[config.mk]
export PLATFORM = sky130hd
export DESIGN_NAME = polygon_area_statistics
export DESIGN_NICKNAME = d
export VERILOG_FILES = /design/src/hw/rtl/pas_pkg.sv /design/src/hw/rtl/pas_vertex_track.sv /design/src/hw/rtl/pas_shoelace.sv /design/src/hw/rtl/pas_stats.sv /design/src/hw/rtl/polygon_area_statistics.sv
export SDC_FILE = /design/constraint.sdc
export NUM_CORES = 2
export LEC_CHECK = 0
export BUFFER_PORTS_ARGS = -buffer_cell sky130_fd_sc_hd__buf_2
export CAP_MARGIN = 20
export CORE_ASPECT_RATIO = 0.8
export CORE_MARGIN = 2
export CORE_UTILIZATION = 55
export DETAILED_ROUTE_END_ITERATION = 10
export PLACE_DENSITY = 0.72
export SLEW_MARGIN = 0
export SYNTH_ARGS = -nofsm -noshare
export SYNTH_HDL_FRONTEND = slang
export SYNTH_SLANG_ARGS = --single-unit
[constraint.sdc]
create_clock -name clk -period 11.49 [get_ports clk]
set_input_delay 1.7235 -clock clk [delete_from_list [all_inputs] [get_ports clk]]
set_output_delay 1.7235 -clock clk [all_outputs]
set_load 0.005 [all_outputs]
[src/hw/rtl/pas_pkg.sv]
// ----------------------------------------------------------------------------
// Polygon area statistics package
// Widths, limits, register indexes and the stage records shared by the
// polygon area statistics block.
// ----------------------------------------------------------------------------
package pas_pkg;

  // Field and datapath widths.
  localparam int COORD_W     = 16;
  localparam int PROD_W      = 32;
  localparam int CROSS_W     = 33;
  localparam int ACC_W       = 43;
  localparam int AREA_W      = 42;
  localparam int SUM_W       = 53;
  localparam int VCNT_W      = 11;
  localparam int MATCH_W     = 13;
  localparam int CFG_INDEX_W = 4;
  localparam int CFG_DATA_W  = 11;

  // Limits of the polygon stream.
  localparam int VERTEX_MAX   = 1024;
  localparam int POLYGON_MAX  = 4096;
  localparam int MIN_VERTICES = 3;

  // Configuration register indexes.
  localparam logic [CFG_INDEX_W-1:0] CFG_FILTER_MODE    = 4'd0;
  localparam logic [CFG_INDEX_W-1:0] CFG_EXACT_VERTICES = 4'd1;

  // Polygon filter selection.
  typedef enum logic [1:0] {
    FILTER_ALL   = 2'd0,
    FILTER_EVEN  = 2'd1,
    FILTER_ODD   = 2'd2,
    FILTER_EXACT = 2'd3
  } filter_mode_t;

  // One vertex after the tracking stage: operands of the edge cross product
  // and of the closing term, plus the polygon marks.
  typedef struct packed {
    logic [COORD_W-1:0] prev_x;
    logic [COORD_W-1:0] prev_y;
    logic [COORD_W-1:0] cur_x;
    logic [COORD_W-1:0] cur_y;
    logic [COORD_W-1:0] close_px;
    logic [COORD_W-1:0] close_py;
    logic [COORD_W-1:0] first_x;
    logic [COORD_W-1:0] first_y;
    logic               cross_en;
    logic               close;
    logic               set_end;
    logic [VCNT_W-1:0]  count;
  } vtx_t;

  // One vertex after the area stages: closed polygon figures.
  typedef struct packed {
    logic [AREA_W-1:0] twice;
    logic              poly_ok;
    logic              match;
    logic              set_end;
    logic [VCNT_W-1:0] count;
  } poly_t;

endpackage

[src/hw/rtl/pas_vertex_track.sv]
// ----------------------------------------------------------------------------
// Polygon vertex tracker
// Keeps the first and previous vertex and the vertex count of the open
// polygon and registers the operands for the shoelace products.
// ----------------------------------------------------------------------------
module pas_vertex_track (
  input  logic                        clk,
  input  logic                        rst,
  input  logic                        adv,
  input  logic                        take,
  input  logic [pas_pkg::COORD_W-1:0] coord_x,
  input  logic [pas_pkg::COORD_W-1:0] coord_y,
  input  logic                        polygon_end,
  input  logic                        set_end,
  output logic                        vtx_valid,
  output pas_pkg::vtx_t               vtx
);

  localparam logic [pas_pkg::VCNT_W-1:0] VMAX = pas_pkg::VCNT_W'(pas_pkg::VERTEX_MAX);

  logic [pas_pkg::COORD_W-1:0] first_x;
  logic [pas_pkg::COORD_W-1:0] first_y;
  logic [pas_pkg::COORD_W-1:0] prev_x;
  logic [pas_pkg::COORD_W-1:0] prev_y;
  logic [pas_pkg::VCNT_W-1:0]  vcount;

  logic                        is_first;
  logic                        keep;
  logic                        closing;
  logic [pas_pkg::COORD_W-1:0] first_x_next;
  logic [pas_pkg::COORD_W-1:0] first_y_next;
  logic [pas_pkg::COORD_W-1:0] prev_x_next;
  logic [pas_pkg::COORD_W-1:0] prev_y_next;
  logic [pas_pkg::VCNT_W-1:0]  vcount_next;

  // The first vertex opens a polygon; vertices past the limit are dropped.
  always_comb begin
    is_first     = (vcount == '0);
    keep         = !is_first && (vcount < VMAX);
    closing      = polygon_end || set_end;
    first_x_next = is_first ? coord_x : first_x;
    first_y_next = is_first ? coord_y : first_y;
    prev_x_next  = (is_first || keep) ? coord_x : prev_x;
    prev_y_next  = (is_first || keep) ? coord_y : prev_y;
    if (is_first) begin
      vcount_next = pas_pkg::VCNT_W'(1);
    end else if (keep) begin
      vcount_next = vcount + 1'b1;
    end else begin
      vcount_next = vcount;
    end
  end

  // Open polygon state, cleared when the polygon closes.
  always_ff @(posedge clk) begin
    if (rst) begin
      first_x <= '0;
      first_y <= '0;
      prev_x  <= '0;
      prev_y  <= '0;
      vcount  <= '0;
    end else if (take) begin
      if (closing) begin
        first_x <= '0;
        first_y <= '0;
        prev_x  <= '0;
        prev_y  <= '0;
        vcount  <= '0;
      end else begin
        first_x <= first_x_next;
        first_y <= first_y_next;
        prev_x  <= prev_x_next;
        prev_y  <= prev_y_next;
        vcount  <= vcount_next;
      end
    end
  end

  // Stage register toward the product stage.
  always_ff @(posedge clk) begin
    if (rst) begin
      vtx_valid <= 1'b0;
    end else if (adv) begin
      vtx_valid <= take;
    end
  end

  always_ff @(posedge clk) begin
    if (take) begin
      vtx.prev_x   <= prev_x;
      vtx.prev_y   <= prev_y;
      vtx.cur_x    <= coord_x;
      vtx.cur_y    <= coord_y;
      vtx.close_px <= prev_x_next;
      vtx.close_py <= prev_y_next;
      vtx.first_x  <= first_x_next;
      vtx.first_y  <= first_y_next;
      vtx.cross_en <= keep;
      vtx.close    <= closing;
      vtx.set_end  <= set_end;
      vtx.count    <= vcount_next;
    end
  end

endmodule

[src/hw/rtl/pas_shoelace.sv]
// ----------------------------------------------------------------------------
// Shoelace area pipeline
// Forms the edge and closing cross products, accumulates them per polygon,
// takes the absolute twice-area and applies the polygon filter.
// ----------------------------------------------------------------------------
module pas_shoelace (
  input  logic                         clk,
  input  logic                         rst,
  input  logic                         adv,
  input  logic                         vtx_valid,
  input  pas_pkg::vtx_t                vtx,
  input  pas_pkg::filter_mode_t        filter_mode,
  input  logic [pas_pkg::VCNT_W-1:0]   exact_vertices,
  output logic                         poly_valid,
  output pas_pkg::poly_t               poly
);

  localparam int CROSS_W = pas_pkg::CROSS_W;
  localparam int ACC_W   = pas_pkg::ACC_W;
  localparam logic [pas_pkg::VCNT_W-1:0] VMIN = pas_pkg::VCNT_W'(pas_pkg::MIN_VERTICES);

  logic signed [pas_pkg::PROD_W-1:0] prod_a;
  logic signed [pas_pkg::PROD_W-1:0] prod_b;
  logic signed [pas_pkg::PROD_W-1:0] prod_c;
  logic signed [pas_pkg::PROD_W-1:0] prod_d;
  logic signed [CROSS_W-1:0]         cross_d;
  logic signed [CROSS_W-1:0]         close_d;

  logic                              s2_valid;
  logic signed [CROSS_W-1:0]         s2_cross;
  logic signed [CROSS_W-1:0]         s2_close_term;
  logic                              s2_close;
  logic                              s2_set_end;
  logic [pas_pkg::VCNT_W-1:0]        s2_count;

  logic signed [ACC_W-1:0]           acc;
  logic signed [ACC_W-1:0]           acc_sum;
  logic signed [ACC_W-1:0]           total;

  logic                              s3_valid;
  logic signed [ACC_W-1:0]           s3_total;
  logic                              s3_close;
  logic                              s3_set_end;
  logic [pas_pkg::VCNT_W-1:0]        s3_count;

  logic [ACC_W-1:0]                  mag;
  logic                              poly_ok;
  logic                              match;

  // Edge term prev_x*y - x*prev_y and closing term last_x*first_y - first_x*last_y.
  always_comb begin
    prod_a  = $signed(vtx.prev_x) * $signed(vtx.cur_y);
    prod_b  = $signed(vtx.cur_x) * $signed(vtx.prev_y);
    prod_c  = $signed(vtx.close_px) * $signed(vtx.first_y);
    prod_d  = $signed(vtx.first_x) * $signed(vtx.close_py);
    cross_d = vtx.cross_en ? (CROSS_W'(prod_a) - CROSS_W'(prod_b)) : '0;
    close_d = vtx.close ? (CROSS_W'(prod_c) - CROSS_W'(prod_d)) : '0;
  end

  always_ff @(posedge clk) begin
    if (rst) begin
      s2_valid <= 1'b0;
    end else if (adv) begin
      s2_valid <= vtx_valid;
    end
  end

  always_ff @(posedge clk) begin
    if (adv) begin
      s2_cross      <= cross_d;
      s2_close_term <= close_d;
      s2_close      <= vtx.close;
      s2_set_end    <= vtx.set_end;
      s2_count      <= vtx.count;
    end
  end

  // Polygon accumulator; the closing vertex adds both terms and restarts it.
  always_comb begin
    acc_sum = acc + ACC_W'(s2_cross);
    total   = acc_sum + ACC_W'(s2_close_term);
  end

  always_ff @(posedge clk) begin
    if (rst) begin
      acc <= '0;
    end else if (adv && s2_valid) begin
      acc <= s2_close ? '0 : acc_sum;
    end
  end

  always_ff @(posedge clk) begin
    if (rst) begin
      s3_valid <= 1'b0;
    end else if (adv) begin
      s3_valid <= s2_valid;
    end
  end

  always_ff @(posedge clk) begin
    if (adv) begin
      s3_total   <= total;
      s3_close   <= s2_close;
      s3_set_end <= s2_set_end;
      s3_count   <= s2_count;
    end
  end

  // Absolute twice-area and filter decision for a closed polygon.
  always_comb begin
    mag     = s3_total[ACC_W-1] ? ACC_W'(-s3_total) : ACC_W'(s3_total);
    poly_ok = s3_close && (s3_count >= VMIN);
    unique case (filter_mode)
      pas_pkg::FILTER_ALL:   match = 1'b1;
      pas_pkg::FILTER_EVEN:  match = !s3_count[0];
      pas_pkg::FILTER_ODD:   match = s3_count[0];
      pas_pkg::FILTER_EXACT: match = (exact_vertices >= VMIN) && (s3_count == exact_vertices);
      default:               match = 1'b0;
    endcase
  end

  always_ff @(posedge clk) begin
    if (rst) begin
      poly_valid <= 1'b0;
    end else if (adv) begin
      poly_valid <= s3_valid;
    end
  end

  always_ff @(posedge clk) begin
    if (adv) begin
      poly.twice   <= mag[pas_pkg::AREA_W-1:0];
      poly.poly_ok <= poly_ok;
      poly.match   <= match;
      poly.set_end <= s3_set_end;
      poly.count   <= s3_count;
    end
  end

endmodule

[src/hw/rtl/pas_stats.sv]
// ----------------------------------------------------------------------------
// Polygon set statistics
// Keeps the running sum, matched count and extremes of the polygon set and
// loads the result register on the set-end vertex.
// ----------------------------------------------------------------------------
module pas_stats (
  input  logic                         clk,
  input  logic                         rst,
  input  logic                         adv,
  input  logic                         poly_valid,
  input  pas_pkg::poly_t               poly,
  output logic                         result_valid,
  input  logic                         result_ready,
  output logic [pas_pkg::SUM_W-1:0]    sum_twice_area,
  output logic [pas_pkg::MATCH_W-1:0]  matched_count,
  output logic [pas_pkg::AREA_W-1:0]   max_twice_area,
  output logic [pas_pkg::AREA_W-1:0]   min_twice_area,
  output logic [pas_pkg::VCNT_W-1:0]   max_vertex_count,
  output logic [pas_pkg::VCNT_W-1:0]   min_vertex_count,
  output logic                         empty_error
);

  localparam int SUM_W = pas_pkg::SUM_W;
  localparam logic [pas_pkg::MATCH_W-1:0] PMAX = pas_pkg::MATCH_W'(pas_pkg::POLYGON_MAX);

  logic [SUM_W-1:0]            run_sum;
  logic [pas_pkg::MATCH_W-1:0] run_matched;
  logic [pas_pkg::AREA_W-1:0]  run_max_area;
  logic [pas_pkg::AREA_W-1:0]  run_min_area;
  logic [pas_pkg::VCNT_W-1:0]  run_max_v;
  logic [pas_pkg::VCNT_W-1:0]  run_min_v;
  logic                        any_seen;

  logic [SUM_W:0]              sum_wide;
  logic [SUM_W-1:0]            run_sum_next;
  logic [pas_pkg::MATCH_W-1:0] run_matched_next;
  logic [pas_pkg::AREA_W-1:0]  run_max_area_next;
  logic [pas_pkg::AREA_W-1:0]  run_min_area_next;
  logic [pas_pkg::VCNT_W-1:0]  run_max_v_next;
  logic [pas_pkg::VCNT_W-1:0]  run_min_v_next;
  logic                        any_seen_next;
  logic                        load;

  // Running figures including the polygon that closes at this vertex.
  always_comb begin
    sum_wide          = {1'b0, run_sum} + (SUM_W + 1)'(poly.twice);
    run_sum_next      = run_sum;
    run_matched_next  = run_matched;
    run_max_area_next = run_max_area;
    run_min_area_next = run_min_area;
    run_max_v_next    = run_max_v;
    run_min_v_next    = run_min_v;
    any_seen_next     = any_seen;
    if (poly.poly_ok) begin
      if (poly.match) begin
        run_sum_next = sum_wide[SUM_W] ? '1 : sum_wide[SUM_W-1:0];
        if (run_matched < PMAX) begin
          run_matched_next = run_matched + 1'b1;
        end
      end
      if (poly.twice > run_max_area) begin
        run_max_area_next = poly.twice;
      end
      if (poly.twice < run_min_area) begin
        run_min_area_next = poly.twice;
      end
      if (poly.count > run_max_v) begin
        run_max_v_next = poly.count;
      end
      if (poly.count < run_min_v) begin
        run_min_v_next = poly.count;
      end
      any_seen_next = 1'b1;
    end
    load = adv && poly_valid;
  end

  // Running state; a set end returns it to the empty-set values.
  always_ff @(posedge clk) begin
    if (rst) begin
      run_sum      <= '0;
      run_matched  <= '0;
      run_max_area <= '0;
      run_min_area <= '1;
      run_max_v    <= '0;
      run_min_v    <= '1;
      any_seen     <= 1'b0;
    end else if (load) begin
      if (poly.set_end) begin
        run_sum      <= '0;
        run_matched  <= '0;
        run_max_area <= '0;
        run_min_area <= '1;
        run_max_v    <= '0;
        run_min_v    <= '1;
        any_seen     <= 1'b0;
      end else begin
        run_sum      <= run_sum_next;
        run_matched  <= run_matched_next;
        run_max_area <= run_max_area_next;
        run_min_area <= run_min_area_next;
        run_max_v    <= run_max_v_next;
        run_min_v    <= run_min_v_next;
        any_seen     <= any_seen_next;
      end
    end
  end

  // Result register; the pipeline only advances a set end into a free slot.
  always_ff @(posedge clk) begin
    if (rst) begin
      result_valid <= 1'b0;
    end else if (load && poly.set_end) begin
      result_valid <= 1'b1;
    end else if (result_ready) begin
      result_valid <= 1'b0;
    end
  end

  always_ff @(posedge clk) begin
    if (load && poly.set_end) begin
      if (any_seen_next) begin
        sum_twice_area   <= run_sum_next;
        matched_count    <= run_matched_next;
        max_twice_area   <= run_max_area_next;
        min_twice_area   <= run_min_area_next;
        max_vertex_count <= run_max_v_next;
        min_vertex_count <= run_min_v_next;
        empty_error      <= 1'b0;
      end else begin
        sum_twice_area   <= '0;
        matched_count    <= '0;
        max_twice_area   <= '0;
        min_twice_area   <= '0;
        max_vertex_count <= '0;
        min_vertex_count <= '0;
        empty_error      <= 1'b1;
      end
    end
  end

endmodule

[src/hw/rtl/polygon_area_statistics.sv]
// ----------------------------------------------------------------------------
// Polygon area statistics
// Shoelace twice-area of each polygon in a vertex stream, with filtered sum,
// matched count and area and vertex-count extremes reported per polygon set.
// ----------------------------------------------------------------------------
//
//  Channel   Direction  Handshake                   Payload
//  vertex    in         vertex_valid/vertex_ready   coord_x, coord_y, polygon_end, set_end
//  result    out        result_valid/result_ready   sum_twice_area .. empty_error
//  cfg       in         cfg_valid/cfg_ready         cfg_index, cfg_data
//
// One vertex request is taken every cycle while vertex_ready is high; the
// set-end vertex passes the tracker, product, accumulator and filter stages
// before its figures are loaded into the result register.
// Reset clears the open polygon, running figures and valid flags; cfg takes its defaults.
// vertex_ready drops only while a set-end vertex waits at the last stage and
// the result register still holds an untaken result.
// cfg_ready is always high.
module polygon_area_statistics (
  input  logic                             clk,
  input  logic                             rst,
  input  logic                             vertex_valid,
  output logic                             vertex_ready,
  input  logic [pas_pkg::COORD_W-1:0]      coord_x,
  input  logic [pas_pkg::COORD_W-1:0]      coord_y,
  input  logic                             polygon_end,
  input  logic                             set_end,
  output logic                             result_valid,
  input  logic                             result_ready,
  output logic [pas_pkg::SUM_W-1:0]        sum_twice_area,
  output logic [pas_pkg::MATCH_W-1:0]      matched_count,
  output logic [pas_pkg::AREA_W-1:0]       max_twice_area,
  output logic [pas_pkg::AREA_W-1:0]       min_twice_area,
  output logic [pas_pkg::VCNT_W-1:0]       max_vertex_count,
  output logic [pas_pkg::VCNT_W-1:0]       min_vertex_count,
  output logic                             empty_error,
  input  logic                             cfg_valid,
  output logic                             cfg_ready,
  input  logic [pas_pkg::CFG_INDEX_W-1:0]  cfg_index,
  input  logic [pas_pkg::CFG_DATA_W-1:0]   cfg_data
);

  pas_pkg::filter_mode_t        filter_mode;
  logic [pas_pkg::VCNT_W-1:0]   exact_vertices;

  logic                         adv;
  logic                         vtx_valid;
  pas_pkg::vtx_t                vtx;
  logic                         poly_valid;
  pas_pkg::poly_t               poly;

  // Configuration registers.
  assign cfg_ready = 1'b1;

  always_ff @(posedge clk) begin
    if (rst) begin
      filter_mode    <= pas_pkg::FILTER_ALL;
      exact_vertices <= pas_pkg::VCNT_W'(pas_pkg::MIN_VERTICES);
    end else if (cfg_valid) begin
      unique case (cfg_index)
        pas_pkg::CFG_FILTER_MODE:    filter_mode <= pas_pkg::filter_mode_t'(cfg_data[1:0]);
        pas_pkg::CFG_EXACT_VERTICES: exact_vertices <= cfg_data;
        default: ;
      endcase
    end
  end

  // The pipeline moves unless a set end cannot enter the result register.
  assign adv          = !(poly_valid && poly.set_end && result_valid && !result_ready);
  assign vertex_ready = adv;

  pas_vertex_track u_track (
    .clk         (clk),
    .rst         (rst),
    .adv         (adv),
    .take        (vertex_valid && adv),
    .coord_x     (coord_x),
    .coord_y     (coord_y),
    .polygon_end (polygon_end),
    .set_end     (set_end),
    .vtx_valid   (vtx_valid),
    .vtx         (vtx)
  );

  pas_shoelace u_shoelace (
    .clk            (clk),
    .rst            (rst),
    .adv            (adv),
    .vtx_valid      (vtx_valid),
    .vtx            (vtx),
    .filter_mode    (filter_mode),
    .exact_vertices (exact_vertices),
    .poly_valid     (poly_valid),
    .poly           (poly)
  );

  pas_stats u_stats (
    .clk              (clk),
    .rst              (rst),
    .adv              (adv),
    .poly_valid       (poly_valid),
    .poly             (poly),
    .result_valid     (result_valid),
    .result_ready     (result_ready),
    .sum_twice_area   (sum_twice_area),
    .matched_count    (matched_count),
    .max_twice_area   (max_twice_area),
    .min_twice_area   (min_twice_area),
    .max_vertex_count (max_vertex_count),
    .min_vertex_count (min_vertex_count),
    .empty_error      (empty_error)
  );

  // An empty set reports all figures as zero.
  assert property (@(posedge clk) disable iff (rst)
    result_valid && empty_error |->
      sum_twice_area == '0 && matched_count == '0 && max_twice_area == '0 &&
      min_twice_area == '0 && max_vertex_count == '0 && min_vertex_count == '0)
    else $error("empty set result carries nonzero figures");

  // A non-empty set has ordered extremes and at least a triangle.
  assert property (@(posedge clk) disable iff (rst)
    result_valid && !empty_error |->
      min_twice_area <= max_twice_area && min_vertex_count <= max_vertex_count &&
      min_vertex_count >= pas_pkg::VCNT_W'(pas_pkg::MIN_VERTICES))
    else $error("result extremes out of order");

  // The matched count saturates at the polygon limit.
  assert property (@(posedge clk) disable iff (rst)
    result_valid |-> matched_count <= pas_pkg::MATCH_W'(pas_pkg::POLYGON_MAX))
    else $error("matched count above limit");

  // The vertex side stalls only behind a waiting result.
  assert property (@(posedge clk) disable iff (rst)
    !vertex_ready |-> result_valid && !result_ready)
    else $error("vertex stall without a waiting result");

endmodule
==> summary.md <==
| Metric | Value |
|---|---|
| Element type at the critical path start | register |
| Fillers | approximately 12000 |
| Flop-to-flop setup slack | between 2000 and 3000 ps |
| Drt drc | 0 |
| Clk sinks | 815 |
| Synthesized area | roughly 0.08 mm^2 |
| Root Driver | clkbuf_16 |
| Routability cong. | ~0.95 |
| # rows | 125 |
| Post-synth net total | about 9900 |
| Syn Inst Count | a little over 8000 |
| First-pass GRT wire length | ~330 mm |
| Final Skew | 47.9 ps |
| Die Ht | approximately 350 um |
| # hold bufs at CTS | 0 |
| WL per Instance | roughly 21 um |
| Port Buf Inserts | 228 |
| GR Util All Layers | approximately 28% |
| Setup tns final | 0 ps |
| Vias in the first global route | between 50000 and 60000 |
| # Max-Cap Violations | 0 |
| Yosys warns | 0 |
| CTS tree | done |
| Area leader, netlist | fa_1 |
| CP arrival | between 9000 and 10000 ps |
| Final setup viols | 0 |
| RSZ-0062 raised after global routing | false |
| #FFs+latches synth | 815 |
| Layout Nets | between 9000 and 10000 |
| Fin. Hold Viols | 0 |
| Crit path kind | reg -> reg |
| DR iter-0 viols | about 4800 |
| Vias per cell | between 5 and 6 |
| Status | complete, no violations |
| Worst Hold Class | reg -> reg |
| Total CTS buffers | just under 90 |
| Share of layout cells above drive strength 1 | roughly 6.4% |
| Crit end category | register |
| Worst skew pair latency | about 730 ps |
| Die X | 433 um |
| Tmin final | 8680 ps |
| First-pass DRT Iterations | 8 |
| Worst-Margin Slew | approximately 1100 ps |
| Period utilization | roughly 76% |
| Die ar. | between 0.15 and 0.2 mm^2 |
| Clock buffer depth | 3 |
| Async SR Flop Fraction | 0% |
| Setup bufs post-CTS | 0 |
| Total length of routed wires | approximately 210 mm |
| Max Clk Rate | between 0.1 and 0.15 GHz |
| Commonest cells in the netlist | 1475 x inv_1, 1181 x fa_1, 757 x nand2_1, 586 x and2_1, 556 x ha_1 |
| Ports | 230 |
| Initial core utilization | a little under three fifths |
| Final core utilization | a little under 60% |
| Core area | roughly 0.15 mm^2 |
| Yosys cell types | 88 |
| Top post-synthesis cells by area | fa_1 29%, edfxtp_1 19%, ha_1 8.6% |
| Global route overflow | 0 |
| Slew HR | 24.4% |
| Post-CTS Resized | 0 |
| Synth Area per Inst | approximately 10 um^2 |
| Dpl hpwl | 167 mm |
| Area delta synth->final | 7.30% |
| Pins Over Slew Limit | 0 |
| Crit-path max FO | 16 |
| Post-synth EDFFs | 506 |
| Clk slew on worst S/H paths | around 60 ps |
| WP data required | about 12000 ps |
| Antenna violations before repair | 4 |
| Synth top area share | 29.2% |
| Most used DFF post-synth | edfxtp_1 |
| Count leader, synth | inv_1 |
| Post-synthesis sequential area ratio | 26.4% |
| Post-route ant nets | 0 |
| # H-tree levels | 3 |
| Largest net degree at the start of global routing | around 110 |
| Via count | around 57000 |
[stage by stage]
step | instances | hold WS, ps | setup slack [ps] | cell area (um^2)
6_report | 10200 | 419 | 2810 | 86900
5_1_grt | 10200 | 423 | 2130 | 86900
4_1_cts | 10200 | 419 | 2860 | 86900
3_5_place_dp | 9989 | 405 | 2860 | 83700
3_3_place_gp | 9989 | 402 | 3000 | 83700
2_1_floorplan | 8071 | 400 | 883 | 81000
[cell type report]
cell class | instances | area (um^2) | share of cell area [%]
diodes | 1 | 2.50 | 0.00288
clock buffers | 111 | 2400 | 2.76
clock inverters | 52 | 714 | 0.822
inverters | 1479 | 5570 | 6.41
multi-input cells | 5463 | 52900 | 60.9
flip-flops and latches | 815 | 21400 | 24.6
well taps | 1968 | 2460 | 2.83
repair buffers | 265 | 1430 | 1.64
[flip-flops by register name (all words and copies together) (netlist names), 13 cells and up]
register / count
u_shoelace.acc: 43
u_shoelace.poly: 56
u_track.first_x: 16
u_stats.min_twice_area: 42
u_stats.max_twice_area: 42
u_stats.sum_twice_area: 53
u_shoelace.s2_close_term: 33
u_stats.run_max_area: 42
u_stats.matched_count: 13
u_shoelace.s3_total: 43
u_track.prev_y: 16
u_track.first_y: 16
u_track.prev_x: 16
u_stats.run_sum: 53
u_stats.run_min_area: 42
u_stats.run_matched: 13
u_track.vtx: 142
u_shoelace.s2_cross: 33
[placed cells by master (no fill, tap or decap), types with 87 or more instances in the layout]
cell type and instances:
inv_1 1473, fa_1 1181, nand2_1 755, and2_1 585, ha_1 556, edfxtp_1 506, nor2_1 393, dfxtp_1 308
a21oi_1 289, buf_2 227, xnor2_1 189, o21ai_0 165, a21o_1 150, mux2i_1 114, clkbuf_16 90, nand3_1 87
[worst paths after layout]
path	cells after the start	end	start
setup / recovery	25	u_shoelace.s2_close_term[29]	u_track.vtx[46]
setup reg to reg	25	u_shoelace.s2_close_term[29]	u_track.vtx[46]
hold reg to reg	0	u_shoelace.s3_set_end	u_shoelace.s2_set_end
hold / removal	0	u_shoelace.s3_set_end	u_shoelace.s2_set_end
[critical path: stages, from the launching register on]
cell,delay [ps]
edfxtp_1,850
nand2_1,370
inv_1,640
fa_1,530
inv_1,90
fa_1,410
inv_1,70
fa_1,460
fa_1,540
inv_1,60
fa_1,550
fa_1,430
fa_1,490
inv_1,50
fa_1,470
inv_1,50
ha_1,360
a21o_1,190
a21oi_1,150
o21ai_0,150
o41ai_1,690
nor2b_1,230
o21ai_0,140
nor4_1,220
or3_1,150
a21boi_0,80
[kinds of logic (layout without fill, tap and decap cells)]
family / after synthesis / in the layout / share of synthesized area [%]
other cells: 1 / 2 / 0.00463
fa+ha+maj: 1737 / 1737 / 37.8
compound gates: 1117 / 1117 / 9.40
flops: 815 / 815 / 26.4
xor+xnor: 273 / 273 / 2.95
buf+inv: 1793 / 1907 / 8.33
simple gates: 2188 / 2188 / 13.2
mux: 147 / 147 / 1.87
[layer usage]
| layer | global-route usage [%] | part of all wire (%) | wire length [um] | vias up |
|---|---|---|---|---|
| li1 | - | - | - | 26000 |
| met3 | 5.53 | 8.5 | 18000 | 290 |
| met1 | 40.0 | 43 | 90500 | 28600 |
| met2 | 44.9 | 46 | 96200 | 2196 |
| met4 | 8.43 | 3.0 | 6370 | 4 |
| met5 | 0 | 0.0076 | 16 | - |
Power is left out: the tool's default activity adds up to more than one toggle a clock period on the data nets, which glitch-free logic cannot reach.
